File: config.mk
export PLATFORM = sky130hd
export DESIGN_NAME = grid_cell_to_simplex_indices
export DESIGN_NICKNAME = d
export VERILOG_FILES = /design/src/gcsi_pkg.sv /design/src/gcsi_front.sv /design/src/gcsi_queue.sv /design/src/gcsi_back.sv /design/src/grid_cell_to_simplex_indices.sv
export SDC_FILE = /design/constraint.sdc
export NUM_CORES = 2
export LEC_CHECK = 0
export ABC_AREA = 1
export BUFFER_PORTS_ARGS = -buffer_cell sky130_fd_sc_hd__buf_2
export CAP_MARGIN = 10
export CORE_ASPECT_RATIO = 1.4
export CORE_MARGIN = 3
export CORE_UTILIZATION = 35
export CTS_BUF_LIST = sky130_fd_sc_hd__clkbuf_8
export CTS_CLUSTER_DIAMETER = 60
export DETAILED_ROUTE_END_ITERATION = 10
export PLACE_DENSITY = 0.54
export SYNTH_ARGS = -nofsm -noshare
export SYNTH_HDL_FRONTEND = slang
export SYNTH_SLANG_ARGS = --single-unit
export TNS_END_PERCENT = 5
File: constraint.sdc
create_clock -name clock -period 20.4 [get_ports clock]
set_input_delay 4.08 -clock clock [delete_from_list [all_inputs] [get_ports clock]]
set_output_delay 4.08 -clock clock [all_outputs]
set_load 0.02 [all_outputs]
File: src/gcsi_pkg.sv
// Shared types, constants and corner tables for the grid cell to simplex block.
package gcsi_pkg;

   // Grid and field sizes
   localparam int MAX_EXTENT  = 1024;
   localparam int CRD_W       = 10;
   localparam int EXT_W       = 11;
   localparam int STR_W       = 2 * EXT_W;
   localparam int PROD_W      = CRD_W + EXT_W;
   localparam int WIDE_W      = CRD_W + STR_W;
   localparam int SUM_W       = WIDE_W + 1;
   localparam int ELEM_CALC_W = SUM_W + 3;
   localparam int LINE_W      = CRD_W + 2;
   localparam int ELEM_W      = 33;
   localparam int VERT_W      = 31;
   localparam int CNT_W       = 3;
   localparam int SUB_W       = 3;
   localparam int CSR_IDX_W   = 2;

   // Queue between front and back
   localparam int QUEUE_DEPTH = 4;
   localparam int QPTR_W      = $clog2(QUEUE_DEPTH);
   localparam int QCNT_W      = $clog2(QUEUE_DEPTH + 1);

   // Register indexes
   localparam logic [CSR_IDX_W-1:0] CSR_EXTENT_I = 2'd0;
   localparam logic [CSR_IDX_W-1:0] CSR_EXTENT_J = 2'd1;
   localparam logic [CSR_IDX_W-1:0] CSR_EXTENT_K = 2'd2;

   // Simplex counts and vertex counts
   localparam int TET_COUNT = 5;
   localparam logic [CNT_W-1:0] VCNT_BAR = 3'd2;
   localparam logic [CNT_W-1:0] VCNT_TRI = 3'd3;
   localparam logic [CNT_W-1:0] VCNT_TET = 3'd4;

   typedef enum logic [1:0] {
      KIND_BAD   = 2'd0,
      KIND_LINE  = 2'd1,
      KIND_PLANE = 2'd2,
      KIND_VOL   = 2'd3
   } kind_type;

   typedef enum logic [1:0] {
      ORIENT_K = 2'd0,
      ORIENT_J = 2'd1,
      ORIENT_I = 2'd2
   } orient_type;

   // One classified cell, ready to be split into simplices
   typedef struct packed {
      kind_type                kind;
      logic                    parity;
      logic [VERT_W-1:0]       base;
      logic [ELEM_W-1:0]       elem;
      logic [STR_W-1:0]        s0;
      logic [STR_W-1:0]        s1;
      logic [STR_W-1:0]        s2;
   } entry_type;

   // Tetrahedra by hexahedron corner number, for even and odd cell parity
   localparam logic [2:0] TET_EVEN [TET_COUNT][4] = '{
      '{3'd0, 3'd1, 3'd3, 3'd4}, '{3'd1, 3'd2, 3'd3, 3'd6}, '{3'd3, 3'd4, 3'd6, 3'd7},
      '{3'd1, 3'd4, 3'd5, 3'd6}, '{3'd1, 3'd3, 3'd4, 3'd6}
   };
   localparam logic [2:0] TET_ODD [TET_COUNT][4] = '{
      '{3'd0, 3'd2, 3'd3, 3'd7}, '{3'd0, 3'd1, 3'd2, 3'd5}, '{3'd2, 3'd5, 3'd6, 3'd7},
      '{3'd5, 3'd4, 3'd7, 3'd0}, '{3'd5, 3'd2, 3'd0, 3'd7}
   };

   // Simplices per cell
   function automatic logic [SUB_W-1:0] elem_count(input kind_type kind);
      case (kind)
         KIND_PLANE: elem_count = 3'd2;
         KIND_VOL:   elem_count = SUB_W'(TET_COUNT);
         default:    elem_count = 3'd1;
      endcase
   endfunction

   // Stride selector {z, y, x} from a hexahedron corner number
   function automatic logic [2:0] corner_bits(input logic [2:0] vnum);
      corner_bits = {vnum[2], vnum[1], vnum[0] ^ vnum[1]};
   endfunction

   // Stride selector of one vertex slot of one simplex
   function automatic logic [2:0] corner_code(input kind_type kind, input logic parity,
                                               input logic [SUB_W-1:0] sub,
                                               input logic [1:0] slot);
      logic [2:0] code;
      code = 3'b000;
      case (kind)
         KIND_LINE: begin
            code = (slot == 2'd1) ? 3'b001 : 3'b000;
         end
         KIND_PLANE: begin
            case (slot)
               2'd1:    code = (sub == '0) ? 3'b001 : 3'b011;
               2'd2:    code = (sub == '0) ? 3'b011 : 3'b010;
               default: code = 3'b000;
            endcase
         end
         KIND_VOL: begin
            if (sub < SUB_W'(TET_COUNT)) begin
               code = parity ? corner_bits(TET_ODD[sub][slot])
                             : corner_bits(TET_EVEN[sub][slot]);
            end
         end
         default: code = 3'b000;
      endcase
      corner_code = code;
   endfunction

endpackage

File: src/gcsi_front.sv
// Front end: configuration registers, cell classification and index arithmetic pipeline.
module gcsi_front (
   input  logic                             clock,
   input  logic                             reset,
   input  logic                             csr_valid,
   output logic                             csr_ready,
   input  logic [gcsi_pkg::CSR_IDX_W-1:0]   csr_index,
   input  logic [gcsi_pkg::EXT_W-1:0]       csr_data,
   input  logic                             req_valid,
   output logic                             req_ready,
   input  logic [gcsi_pkg::CRD_W-1:0]       req_cell_i,
   input  logic [gcsi_pkg::CRD_W-1:0]       req_cell_j,
   input  logic [gcsi_pkg::CRD_W-1:0]       req_cell_k,
   output logic                             push_valid,
   input  logic                             push_ready,
   output gcsi_pkg::entry_type              push_entry
);
   import gcsi_pkg::*;

   // Configuration registers
   logic [EXT_W-1:0] extent_i_ff, extent_j_ff, extent_k_ff;

   assign csr_ready = 1'b1;

   always_ff @(posedge clock) begin
      if (reset) begin
         extent_i_ff <= EXT_W'(1);
         extent_j_ff <= EXT_W'(1);
         extent_k_ff <= EXT_W'(1);
      end else if (csr_valid) begin
         case (csr_index)
            CSR_EXTENT_I: extent_i_ff <= csr_data;
            CSR_EXTENT_J: extent_j_ff <= csr_data;
            CSR_EXTENT_K: extent_k_ff <= csr_data;
            default:      ;
         endcase
      end
   end

   // Clamp an extent into 1..MAX_EXTENT
   function automatic logic [EXT_W-1:0] eff_extent(input logic [EXT_W-1:0] n);
      if (n == '0) begin
         eff_extent = EXT_W'(1);
      end else if (32'(n) > 32'(MAX_EXTENT)) begin
         eff_extent = EXT_W'(MAX_EXTENT);
      end else begin
         eff_extent = n;
      end
   endfunction

   // Classify the incoming cell
   logic [EXT_W-1:0] ni, nj, nk, ni1, nj1, nk1;
   logic             one_i, one_j, one_k, outside;
   logic [1:0]       ones;
   kind_type         kind_in;
   orient_type       orient_in;

   always_comb begin
      ni    = eff_extent(extent_i_ff);
      nj    = eff_extent(extent_j_ff);
      nk    = eff_extent(extent_k_ff);
      one_i = (ni == EXT_W'(1));
      one_j = (nj == EXT_W'(1));
      one_k = (nk == EXT_W'(1));
      ni1   = one_i ? EXT_W'(1) : ni - EXT_W'(1);
      nj1   = one_j ? EXT_W'(1) : nj - EXT_W'(1);
      nk1   = one_k ? EXT_W'(1) : nk - EXT_W'(1);
      ones  = 2'(one_i) + 2'(one_j) + 2'(one_k);
      outside = ({1'b0, req_cell_i} >= ni1) || ({1'b0, req_cell_j} >= nj1) ||
                ({1'b0, req_cell_k} >= nk1);
      case (ones)
         2'd0:    kind_in = KIND_VOL;
         2'd1:    kind_in = KIND_PLANE;
         2'd2:    kind_in = KIND_LINE;
         default: kind_in = KIND_BAD;
      endcase
      if (outside) begin
         kind_in = KIND_BAD;
      end
      if (one_k) begin
         orient_in = ORIENT_K;
      end else if (one_j) begin
         orient_in = ORIENT_J;
      end else begin
         orient_in = ORIENT_I;
      end
   end

   // Stage handshakes
   logic s1_valid_ff, s2_valid_ff, s3_valid_ff;
   logic s1_ready, s2_ready, s3_ready;

   assign s3_ready  = !s3_valid_ff || push_ready;
   assign s2_ready  = !s2_valid_ff || s3_ready;
   assign s1_ready  = !s1_valid_ff || s2_ready;
   assign req_ready = s1_ready;

   always_ff @(posedge clock) begin
      if (reset) begin
         s1_valid_ff <= 1'b0;
         s2_valid_ff <= 1'b0;
         s3_valid_ff <= 1'b0;
      end else begin
         if (s1_ready) s1_valid_ff <= req_valid;
         if (s2_ready) s2_valid_ff <= s1_valid_ff;
         if (s3_ready) s3_valid_ff <= s2_valid_ff;
      end
   end

   // Stage 1: capture cell and clamped extents
   logic [CRD_W-1:0] s1_ci_ff, s1_cj_ff, s1_ck_ff;
   logic [EXT_W-1:0] s1_ni_ff, s1_nj_ff, s1_ni1_ff, s1_nj1_ff;
   kind_type         s1_kind_ff;
   orient_type       s1_orient_ff;

   always_ff @(posedge clock) begin
      if (s1_ready) begin
         s1_ci_ff     <= req_cell_i;
         s1_cj_ff     <= req_cell_j;
         s1_ck_ff     <= req_cell_k;
         s1_ni_ff     <= ni;
         s1_nj_ff     <= nj;
         s1_ni1_ff    <= ni1;
         s1_nj1_ff    <= nj1;
         s1_kind_ff   <= kind_in;
         s1_orient_ff <= orient_in;
      end
   end

   // Stage 2: first products
   logic [CRD_W-1:0] e1_crd, e0_in;
   logic [EXT_W-1:0] e1_ext;

   always_comb begin
      e1_crd = s1_cj_ff;
      e1_ext = s1_ni1_ff;
      e0_in  = s1_ci_ff;
      if (s1_kind_ff == KIND_PLANE) begin
         case (s1_orient_ff)
            ORIENT_J: begin
               e1_crd = s1_ck_ff;
            end
            ORIENT_I: begin
               e1_crd = s1_ck_ff;
               e1_ext = s1_nj1_ff;
               e0_in  = s1_cj_ff;
            end
            default: ;
         endcase
      end
   end

   logic [CRD_W-1:0]  s2_ci_ff, s2_cj_ff, s2_ck_ff, s2_e0_ff;
   logic [EXT_W-1:0]  s2_ni_ff, s2_nj_ff;
   logic [PROD_W-1:0] s2_cjni_ff, s2_e1_ff;
   logic [STR_W-1:0]  s2_ninj_ff, s2_n11_ff;
   kind_type          s2_kind_ff;
   orient_type        s2_orient_ff;

   always_ff @(posedge clock) begin
      if (s2_ready) begin
         s2_ci_ff     <= s1_ci_ff;
         s2_cj_ff     <= s1_cj_ff;
         s2_ck_ff     <= s1_ck_ff;
         s2_e0_ff     <= e0_in;
         s2_ni_ff     <= s1_ni_ff;
         s2_nj_ff     <= s1_nj_ff;
         s2_kind_ff   <= s1_kind_ff;
         s2_orient_ff <= s1_orient_ff;
         s2_cjni_ff   <= PROD_W'(s1_cj_ff) * PROD_W'(s1_ni_ff);
         s2_e1_ff     <= PROD_W'(e1_crd) * PROD_W'(e1_ext);
         s2_ninj_ff   <= STR_W'(s1_ni_ff) * STR_W'(s1_nj_ff);
         s2_n11_ff    <= STR_W'(s1_ni1_ff) * STR_W'(s1_nj1_ff);
      end
   end

   // Stage 3: second products, partial sums and strides
   logic [STR_W-1:0] s0_in, s1_in, s2_in;

   always_comb begin
      s0_in = STR_W'(1);
      s1_in = STR_W'(s2_ni_ff);
      s2_in = s2_ninj_ff;
      case (s2_kind_ff)
         KIND_LINE: begin
            if (s2_ni_ff > EXT_W'(1)) begin
               s0_in = STR_W'(1);
            end else if (s2_nj_ff > EXT_W'(1)) begin
               s0_in = STR_W'(s2_ni_ff);
            end else begin
               s0_in = s2_ninj_ff;
            end
            s1_in = '0;
            s2_in = '0;
         end
         KIND_PLANE: begin
            s2_in = '0;
            case (s2_orient_ff)
               ORIENT_K: begin
                  s0_in = STR_W'(1);
                  s1_in = STR_W'(s2_ni_ff);
               end
               ORIENT_J: begin
                  s0_in = s2_ninj_ff;
                  s1_in = STR_W'(1);
               end
               default: begin
                  s0_in = STR_W'(s2_ni_ff);
                  s1_in = s2_ninj_ff;
               end
            endcase
         end
         default: ;
      endcase
   end

   logic [SUB_W-1:0]  unused_sub;
   logic [SUM_W-1:0]  s3_apart_ff, s3_epart_ff;
   logic [WIDE_W-1:0] s3_a2_ff, s3_e2_ff;
   logic [LINE_W-1:0] s3_line_ff;
   logic [STR_W-1:0]  s3_s0_ff, s3_s1_ff, s3_s2_ff;
   kind_type          s3_kind_ff;
   logic              s3_parity_ff;

   assign unused_sub = '0;

   always_ff @(posedge clock) begin
      if (s3_ready) begin
         s3_kind_ff   <= s2_kind_ff;
         s3_parity_ff <= s2_ci_ff[0] ^ s2_cj_ff[0] ^ s2_ck_ff[0];
         s3_apart_ff  <= SUM_W'(1) + SUM_W'(s2_ci_ff) + SUM_W'(s2_cjni_ff);
         s3_epart_ff  <= SUM_W'(s2_e0_ff) + SUM_W'(s2_e1_ff);
         s3_a2_ff     <= WIDE_W'(s2_ck_ff) * WIDE_W'(s2_ninj_ff);
         s3_e2_ff     <= WIDE_W'(s2_ck_ff) * WIDE_W'(s2_n11_ff);
         s3_line_ff   <= LINE_W'(s2_ci_ff) + LINE_W'(s2_cj_ff) + LINE_W'(s2_ck_ff);
         s3_s0_ff     <= s0_in;
         s3_s1_ff     <= s1_in;
         s3_s2_ff     <= s2_in;
      end
   end

   // Finish base vertex and first element index
   logic [SUM_W-1:0]       a_sum, e_sum;
   logic [ELEM_CALC_W-1:0] elem_calc;

   always_comb begin
      a_sum = s3_apart_ff + SUM_W'(s3_a2_ff);
      e_sum = s3_epart_ff + ((s3_kind_ff == KIND_VOL) ? SUM_W'(s3_e2_ff) : '0);
      case (s3_kind_ff)
         KIND_VOL:   elem_calc = (ELEM_CALC_W'(e_sum) << 2) + ELEM_CALC_W'(e_sum);
         KIND_PLANE: elem_calc = ELEM_CALC_W'(e_sum) << 1;
         KIND_LINE:  elem_calc = ELEM_CALC_W'(s3_line_ff);
         default:    elem_calc = ELEM_CALC_W'(unused_sub);
      endcase
      push_entry.kind   = s3_kind_ff;
      push_entry.parity = s3_parity_ff;
      push_entry.base   = a_sum[VERT_W-1:0];
      push_entry.elem   = elem_calc[ELEM_W-1:0];
      push_entry.s0     = s3_s0_ff;
      push_entry.s1     = s3_s1_ff;
      push_entry.s2     = s3_s2_ff;
   end

   assign push_valid = s3_valid_ff;

endmodule

File: src/gcsi_queue.sv
// Short queue of classified cells between the front and back ends.
module gcsi_queue (
   input  logic                clock,
   input  logic                reset,
   input  logic                in_valid,
   output logic                in_ready,
   input  gcsi_pkg::entry_type in_entry,
   output logic                out_valid,
   input  logic                out_ready,
   output gcsi_pkg::entry_type out_entry
);
   import gcsi_pkg::*;

   entry_type         mem_ff [QUEUE_DEPTH];
   logic [QPTR_W-1:0] wr_ptr_ff, rd_ptr_ff;
   logic [QCNT_W-1:0] count_ff, count_in;
   logic              push, pop;

   assign in_ready  = (count_ff != QCNT_W'(QUEUE_DEPTH));
   assign out_valid = (count_ff != '0);
   assign push      = in_valid && in_ready;
   assign pop       = out_valid && out_ready;
   assign out_entry = mem_ff[rd_ptr_ff];

   always_comb begin
      count_in = count_ff;
      if (push && !pop) begin
         count_in = count_ff + QCNT_W'(1);
      end else if (pop && !push) begin
         count_in = count_ff - QCNT_W'(1);
      end
   end

   // Advance pointers and occupancy
   always_ff @(posedge clock) begin
      if (reset) begin
         wr_ptr_ff <= '0;
         rd_ptr_ff <= '0;
         count_ff  <= '0;
      end else begin
         if (push) wr_ptr_ff <= wr_ptr_ff + QPTR_W'(1);
         if (pop)  rd_ptr_ff <= rd_ptr_ff + QPTR_W'(1);
         count_ff <= count_in;
      end
   end

   // Store entries
   always_ff @(posedge clock) begin
      if (push) begin
         mem_ff[wr_ptr_ff] <= in_entry;
      end
   end

endmodule

File: src/gcsi_back.sv
// Back end: expands one classified cell into its simplices on the result channel.
module gcsi_back (
   input  logic                              clock,
   input  logic                              reset,
   input  logic                              q_valid,
   output logic                              q_ready,
   input  gcsi_pkg::entry_type               q_entry,
   output logic                              rsp_valid,
   input  logic                              rsp_ready,
   output logic [gcsi_pkg::ELEM_W-1:0]       rsp_element_index,
   output logic [gcsi_pkg::VERT_W-1:0]       rsp_vertex_a,
   output logic [gcsi_pkg::VERT_W-1:0]       rsp_vertex_b,
   output logic [gcsi_pkg::VERT_W-1:0]       rsp_vertex_c,
   output logic [gcsi_pkg::VERT_W-1:0]       rsp_vertex_d,
   output logic [gcsi_pkg::CNT_W-1:0]        rsp_vertex_count,
   output logic                              rsp_last_of_cell,
   output logic                              rsp_bad_cell
);
   import gcsi_pkg::*;

   logic [SUB_W-1:0]  sub_ff;
   logic              rsp_valid_ff;
   logic              load, sub_last;
   logic [2:0]        code [4];
   logic [VERT_W-1:0] vert [4];
   logic [ELEM_W-1:0] elem_in;
   logic [CNT_W-1:0]  vcnt_in;
   logic              bad_in;

   assign sub_last = (sub_ff == elem_count(q_entry.kind) - SUB_W'(1));
   assign load     = q_valid && (!rsp_valid_ff || rsp_ready);
   assign q_ready  = load && sub_last;

   // Build vertices of the current simplex from the base and strides
   always_comb begin
      for (int s = 0; s < 4; s++) begin
         code[s] = corner_code(q_entry.kind, q_entry.parity, sub_ff, 2'(s));
         vert[s] = q_entry.base + (code[s][0] ? VERT_W'(q_entry.s0) : '0)
                                + (code[s][1] ? VERT_W'(q_entry.s1) : '0)
                                + (code[s][2] ? VERT_W'(q_entry.s2) : '0);
      end
      bad_in  = (q_entry.kind == KIND_BAD);
      elem_in = bad_in ? '0 : q_entry.elem + ELEM_W'(sub_ff);
      case (q_entry.kind)
         KIND_LINE:  vcnt_in = VCNT_BAR;
         KIND_PLANE: vcnt_in = VCNT_TRI;
         KIND_VOL:   vcnt_in = VCNT_TET;
         default:    vcnt_in = '0;
      endcase
   end

   // Step through the simplices of the head entry
   always_ff @(posedge clock) begin
      if (reset) begin
         sub_ff       <= '0;
         rsp_valid_ff <= 1'b0;
      end else begin
         if (load) begin
            sub_ff <= sub_last ? '0 : sub_ff + SUB_W'(1);
         end
         if (load) begin
            rsp_valid_ff <= 1'b1;
         end else if (rsp_ready) begin
            rsp_valid_ff <= 1'b0;
         end
      end
   end

   // Hold the output transaction
   always_ff @(posedge clock) begin
      if (load) begin
         rsp_element_index <= elem_in;
         rsp_vertex_a      <= bad_in ? '0 : vert[0];
         rsp_vertex_b      <= bad_in ? '0 : vert[1];
         rsp_vertex_c      <= (q_entry.kind == KIND_PLANE || q_entry.kind == KIND_VOL)
                              ? vert[2] : '0;
         rsp_vertex_d      <= (q_entry.kind == KIND_VOL) ? vert[3] : '0;
         rsp_vertex_count  <= vcnt_in;
         rsp_last_of_cell  <= sub_last;
         rsp_bad_cell      <= bad_in;
      end
   end

   assign rsp_valid = rsp_valid_ff;

   // Mid-cell position requires the cell to still be at the queue head
   assert property (@(posedge clock) disable iff (reset) sub_ff != '0 |-> q_valid)
      else $error("simplex counter advanced without a queued cell");

   // Counter stays within a volume cell
   assert property (@(posedge clock) disable iff (reset) sub_ff < SUB_W'(TET_COUNT))
      else $error("simplex counter out of range");

   // A bad cell is a single, empty, final transaction
   assert property (@(posedge clock) disable iff (reset)
      rsp_valid_ff && rsp_bad_cell |-> rsp_last_of_cell && rsp_vertex_count == '0)
      else $error("bad cell transaction malformed");

endmodule

File: src/grid_cell_to_simplex_indices.sv
// Top level: splits structured grid cells into bars, triangles or tetrahedra.
//
// Usage:
//  - csr_*: write extent_i (index 0), extent_j (1), extent_k (2) while idle;
//    csr_ready is always high and other indexes are ignored.
//  - req_*: one cell coordinate per transaction; accepted when req_valid and
//    req_ready are both high, one cell per cycle while the queue has room.
//  - rsp_*: one simplex per transaction with its element index and vertices;
//    rsp_last_of_cell marks the final simplex of a cell, rsp_bad_cell a cell
//    outside the grid (single transaction, all other fields zero).
// Path: the first simplex of an accepted cell passes through three arithmetic
// stages, the queue and the output register before it is valid.
// Throughput: the result port issues one simplex per cycle while rsp_ready is
// high, so a cell yields one on a line, two on a plane and five in a volume;
// the front end runs ahead by up to the queue depth plus its three stages.
// Reset: extents return to 1, the pipeline and queue empty; no clearing pass.
// Stall: while rsp_ready is low the output holds, the queue fills, and then
// req_ready drops until the result side drains.
module grid_cell_to_simplex_indices (
   input  logic                              clock,
   input  logic                              reset,
   input  logic                              csr_valid,
   output logic                              csr_ready,
   input  logic [gcsi_pkg::CSR_IDX_W-1:0]    csr_index,
   input  logic [gcsi_pkg::EXT_W-1:0]        csr_data,
   input  logic                              req_valid,
   output logic                              req_ready,
   input  logic [gcsi_pkg::CRD_W-1:0]        req_cell_i,
   input  logic [gcsi_pkg::CRD_W-1:0]        req_cell_j,
   input  logic [gcsi_pkg::CRD_W-1:0]        req_cell_k,
   output logic                              rsp_valid,
   input  logic                              rsp_ready,
   output logic [gcsi_pkg::ELEM_W-1:0]       rsp_element_index,
   output logic [gcsi_pkg::VERT_W-1:0]       rsp_vertex_a,
   output logic [gcsi_pkg::VERT_W-1:0]       rsp_vertex_b,
   output logic [gcsi_pkg::VERT_W-1:0]       rsp_vertex_c,
   output logic [gcsi_pkg::VERT_W-1:0]       rsp_vertex_d,
   output logic [gcsi_pkg::CNT_W-1:0]        rsp_vertex_count,
   output logic                              rsp_last_of_cell,
   output logic                              rsp_bad_cell
);
   import gcsi_pkg::*;

   logic      push_valid, push_ready, q_valid, q_ready;
   entry_type push_entry, q_entry;

   gcsi_front u_front (
      .clock      (clock),
      .reset      (reset),
      .csr_valid  (csr_valid),
      .csr_ready  (csr_ready),
      .csr_index  (csr_index),
      .csr_data   (csr_data),
      .req_valid  (req_valid),
      .req_ready  (req_ready),
      .req_cell_i (req_cell_i),
      .req_cell_j (req_cell_j),
      .req_cell_k (req_cell_k),
      .push_valid (push_valid),
      .push_ready (push_ready),
      .push_entry (push_entry)
   );

   gcsi_queue u_queue (
      .clock     (clock),
      .reset     (reset),
      .in_valid  (push_valid),
      .in_ready  (push_ready),
      .in_entry  (push_entry),
      .out_valid (q_valid),
      .out_ready (q_ready),
      .out_entry (q_entry)
   );

   gcsi_back u_back (
      .clock             (clock),
      .reset             (reset),
      .q_valid           (q_valid),
      .q_ready           (q_ready),
      .q_entry           (q_entry),
      .rsp_valid         (rsp_valid),
      .rsp_ready         (rsp_ready),
      .rsp_element_index (rsp_element_index),
      .rsp_vertex_a      (rsp_vertex_a),
      .rsp_vertex_b      (rsp_vertex_b),
      .rsp_vertex_c      (rsp_vertex_c),
      .rsp_vertex_d      (rsp_vertex_d),
      .rsp_vertex_count  (rsp_vertex_count),
      .rsp_last_of_cell  (rsp_last_of_cell),
      .rsp_bad_cell      (rsp_bad_cell)
   );

endmodule
After elaboration in Yosys (flattened, before gate mapping) --
Memories as Yosys holds them, arrays and structs flattened. A register that Yosys moved wholly into a read port is not among the register bits. Index checks and enable logic that the tools add are counted.
Storage, ports and cells: bits in registers 647, RAM bits 532, bits in read-only memories 192, bits of input ports 48, output and inout port bits 165, word-level logic and storage cells 234, memories 3
Cells by class: add/sub/neg operators 32, multipliers 6, order comparisons 10, eq/ne operators 21, muxes and demuxes 66, bitwise operators 11, reduce and logical (&&, ||, !) cells 35
Memories:
- u_queue.mem_ff | depth 4, bits a word 133, read ports 1, clocked after Yosys merged registers in 1, wr ports 1, RTL line gcsi_queue.sv:14 | entry_type mem_ff [QUEUE_DEPTH];
- (no name shown) | depth 8, bits a word 12, read ports 1, clocked after Yosys merged registers in 0, wr ports 0, RTL line gcsi_pkg.sv:103 | code = parity ? corner_bits(TET_ODD[sub][slot])
- (no name shown) | depth 8, bits a word 12, read ports 1, clocked after Yosys merged registers in 0, wr ports 0, RTL line gcsi_pkg.sv:104 | : corner_bits(TET_EVEN[sub][slot]);
Operators with widths (count):
- $add 31x31->31 | 13
- $mux 22 | 14
- $pmux 22 s2 | 4
- $mux 11 | 11
- $pmux 33 s3 | 1
- $mux 12 | 4
- $mul 11x11->22 | 2
- $mul 10x11->21 | 2
- $mux 10 | 4
- $mux 3 | 13
- $add 33x3->33 | 1
- $add 33x32->33 | 1
- $add 33x33->33 | 1
- $eq 11x1->1 const B | 3
- $ge 10x11->1 | 3
- $gt 11x11->1 const B | 3
- $logic_not 11->1 | 3
- $sub 11x1->11 const B | 3
- $mul 10x22->32 | 1
- $mux 32 | 1
- $mul 10x22->31 | 1
- $add 10x21->22 | 1
- $add 11x21->22 | 1
- $gt 11x1->1 const B | 2
- other kinds (30) | 88

Longest topological paths before layout --
depth in word-level cells 12, depth in mapped cells 34, mapped depth without buffers 30

By module --
A second synthesis with hierarchy kept.
Second synthesis, totals: cells, all modules 10774, area, all modules 94028.9 µm²
By module, submodules not included:
- gcsi_front | instances 1, cells an instance 6460, area each 53525.1 µm², seq. area each 13212.7 µm²
- gcsi_back | instances 1, cells an instance 2961, area each 20304.5 µm², seq. area each 4944.7 µm²
- gcsi_queue | instances 1, cells an instance 1353, area each 20199.4 µm², seq. area each 16155.5 µm²

Worst setup path before layout --
Ideal clock, no wire load.
kind input port to flip-flop, start point input rsp_ready, end point register u_queue.count_ff[1], library setup time 0.121 ns, arrival time 14.439 ns, data required time 20.279 ns, slack 5.841 ns, stages 8, path buffers 0, path through nor2_1 -> a21oi_1 -> nand2_1 -> ha_1 -> inv_1 -> fa_1 -> o21ai_0 -> a21oi_1
Between the ends: cells in the longest elaborated chain, start to end 7, elaborated cells on any way between the ends 9, those cells by class 1 x mux; 8 x reduce/logical
RTL lines:
- start: declaration | RTL line grid_cell_to_simplex_indices.sv:32 | input logic rsp_ready,
- $logic_or 1x1->1 | RTL line gcsi_back.sv:31 | assign load = q_valid && (!rsp_valid_ff || rsp_ready);
- $logic_and 1x1->1 | RTL line gcsi_back.sv:31
- net u_back.load | RTL line gcsi_back.sv:23 | logic load, sub_last;
- $logic_and 1x1->1 | RTL line gcsi_back.sv:32 | assign q_ready = load && sub_last;
- $logic_and 1x1->1 | RTL line gcsi_queue.sv:22 | assign pop = out_valid && out_ready;
- $logic_not 1->1 | RTL line gcsi_queue.sv:27 | if (push && !pop) begin
- $logic_and 1x1->1 | RTL line gcsi_queue.sv:27
- $mux 3 | RTL line gcsi_queue.sv:27
- net u_queue.count_in[1] | RTL line gcsi_queue.sv:16 | logic [QCNT_W-1:0] count_ff, count_in;
- end signal: assignment | RTL line gcsi_queue.sv:43 | count_ff <= count_in;
- end: declaration | RTL line gcsi_queue.sv:16
The timed path passes the listed nets, and every way through them passes these cells. A chain may end at the register's enable or synchronous reset.

==> run metrics <==
status complete, but fails checks; failing checks design-rule violations; synthesized area 92500 um2; Unique masters post-synth 74; setup TNS 0 ns; setup violators final 0; top post-synthesis cells by count nand2_1 (2289), inv_1 (1928), edfxtp_1 (1110), nor2_1 (827), fa_1 (801); ranking of synthesized cells by area edfxtp_1 (36%), fa_1 (17%), nand2_1 (9.3%); Crit path arrival time 9.21 ns; Max-cap violations 0; initial core utilization 35.3%; CP endpoint kind flop; Worst Skew 0.145 ns; crit-path most repeated cell inv_1; clk root buf clkbuf_8; H-tree depth 4; worst setup path end u_back.rsp_vertex_b[27]; Ys Warns 0; final RePlAce weighted congestion 0.969; Synth Flop Type edfxtp_1; most common cell in the netlist nand2_1; critical path's slowest cell clkinv_1; DR WL/cell 20.6 um; final period demand of the worst path 8.52 ns; RSZ-0062 raised after global routing false; CP delay by family, top buffers and inverters; synthesized area per cell 9.04 um2; Die ar. 271000 um2; cts hold-fix bufs 0; Post-synth EDFFs 1110; Post-CTS Setup Repair Bufs 0; initial DRC count 4096; die height 614 um; Yosys reg bits 1159; TritonCTS Buffers 197; Slew @ Worst Pin 1.34 ns; number of buffers and inverters on the critical path 9; Crit Path Max Fanout 119; share of the synthesized area in the top cell type 36.0%; highest clock rate 0.117 GHz; Slew HR 10.9%; Die Span X 441 um; Port Buffer Count 211; fin crit share 41.8%; CTS tree built; number of global-route vias before repair 73000; Startpoint Class flop; Syn Nets 11700; Seq/Total Area, Yosys 37.1%; Clock transition at path regs 0.06 ns; Core Area 262000 um2; Setup CP Type reg -> reg; CTS Sinks 1159; largest area contributor in the netlist edfxtp_1; Reg-to-Reg End u_back.rsp_vertex_b[27]; Stages on worst setup path 28; HP Class reg -> reg; HPWL Detailed 227000 um; DR pass1 iterations 9; Final WS setup 11.88 ns; row cnt 222; Leakage 48.8 nW; total global routing overflow 0; Vias/cell 4.97; Boundary Pins 213; final wirelength 290000 um; pre-CTS setup slack 11.89 ns; total power divided by cell area 143 nW/um2; Max clock buf depth 4; clock latency on the worst-skew pair 0.98 ns; final net count 11900; CP max stage delay 0.96 ns; worst vdd ir 0.127 mV; largest net degree at the start of global routing 149; Reg2Reg Depth 28; fin. max-slew vios 0; worst path required time 21.09 ns; post-cts sizing count 0; Routed Antenna Nets 0; GRT Overall Usage 21.3%; r2r setup slk 11.88 ns; Area Growth Syn to Fin 9.17%; first-pass GRT wire length 439000 um; final hold vios 0; Vias 69800; # DRC 4; initial antenna violation count 8; Synth Instances 10200; ratio of cells with drive above 1 in the final layout 6.58%; Synth async-reset ratio 0%
==> layer usage <==
metal  track usage (%)  vias up  wire [um]
li1                  -    33200          -
met1              23.5    34300     109000
met2              38.9     1722     150000
met3              2.42      628      11200
met4              12.8        6      19400
met5                 0        -         34
==> registers in the layout, indices dropped and copies added, names as in the netlist, 31 cells and up, named ones only <==
name / cells
u_back.rsp_vertex_d: 31
u_back.rsp_vertex_b: 31
u_back.rsp_vertex_c: 31
u_front.s3_a2_ff: 31
u_queue.mem_ff: 532
u_back.rsp_vertex_a: 31
u_front.s3_e2_ff: 32
u_back.rsp_element_index: 33
==> power by group <==
part	switching [mW]	internal (mW)	leakage, nW
Clock	0.985	1.04	2.07
Sequential	0.305	3.40	11.4
Combinational	5.92	2.84	35.2
Total	7.21	7.27	48.8
==> cell families (layout without fill, tap and decap cells) <==
| group | count (synthesis) | after routing | synth area share, % |
|---|---|---|---|
| AOI/OAI and AO/OA | 1373 | 1373 | 8.58 |
| xor gates and xnor gates | 256 | 256 | 2.42 |
| adders and majority gates | 1439 | 1439 | 26.0 |
| buffers and inverters | 2269 | 2596 | 9.49 |
| DFF | 1159 | 1159 | 37.1 |
| muxes | 1 | 1 | 0.0122 |
| other | 1 | 17 | 0.00405 |
| and+or+nand+nor | 3740 | 3740 | 16.5 |
==> worst min path at each step <==
stage / from / endpoint / slack (ns) / cells after the start
finish: u_front.s2_valid_ff / u_front.push_valid / 0.46 / 2
global route: u_front.s3_s0_ff[7] / u_queue.mem_ff[3][51] / 0.48 / 0
CTS: u_front.s2_valid_ff / u_front.push_valid / 0.46 / 2
detailed placement: u_front.s2_valid_ff / u_front.push_valid / 0.45 / 2
global placement: u_front.s2_valid_ff / u_front.push_valid / 0.45 / 2
floorplan: u_front.s1_ck_ff[1] / u_front.s2_ck_ff[1] / 0.42 / 0
==> metrics by stage <==
step / area, um2 / utilization [%] / std cells / hold slack (ns) / total power [mW]
after floorplan: 92500 / - / 10200 / 0.421 / 9.74
after global placement: 97300 / 37.1 / 13700 / 0.449 / 12.5
after detailed placement: 97300 / 37.1 / 13700 / 0.450 / 12.5
after CTS: 101000 / 38.5 / 14000 / 0.460 / 14.6
after global routing: 101000 / 38.5 / 14100 / 0.483 / 15.9
final: 101000 / 38.5 / 14100 / 0.457 / 14.5
==> layout make-up <==
cell class / count / area (um2)
diodes: 16 / 40.0
clock inverters: 147 / 971
flip-flops and latches: 1159 / 34300
fillers: 26500 / 161000
well taps: 3472 / 4340
repair buffers: 300 / 1760
clock buffers: 198 / 2730
inverters: 1951 / 7340
multi-input cells: 6810 / 49500
==> tightest hold or removal path, delay by kind of cell, from the launching register on <==
kind,cells,cell delay [ns]
AOI/OAI and AO/OA,1,0.06
DFF,1,0.29
buffers and inverters,1,0.06
==> layout by cell type, fill, tap and decap left out, types with 39 or more instances in the layout <==
| master | count |
|---|---|
| nand2_1 | 2288 |
| o21ai_0 | 391 |
| nand4_1 | 64 |
| nor3_1 | 93 |
| a32o_1 | 48 |
| nand3_1 | 314 |
| fa_1 | 801 |
| inv_1 | 1984 |
| or2_2 | 41 |
| a21oi_1 | 621 |
| nor2_1 | 823 |
| xor2_1 | 169 |
| edfxtp_1 | 1110 |
| o21a_1 | 39 |
| xnor2_1 | 87 |
| buf_4 | 86 |
| ha_1 | 636 |
| dfxtp_1 | 47 |
| clkinv_1 | 49 |
| buf_2 | 211 |
| clkbuf_8 | 198 |
(Power assumes the default switching activity.)
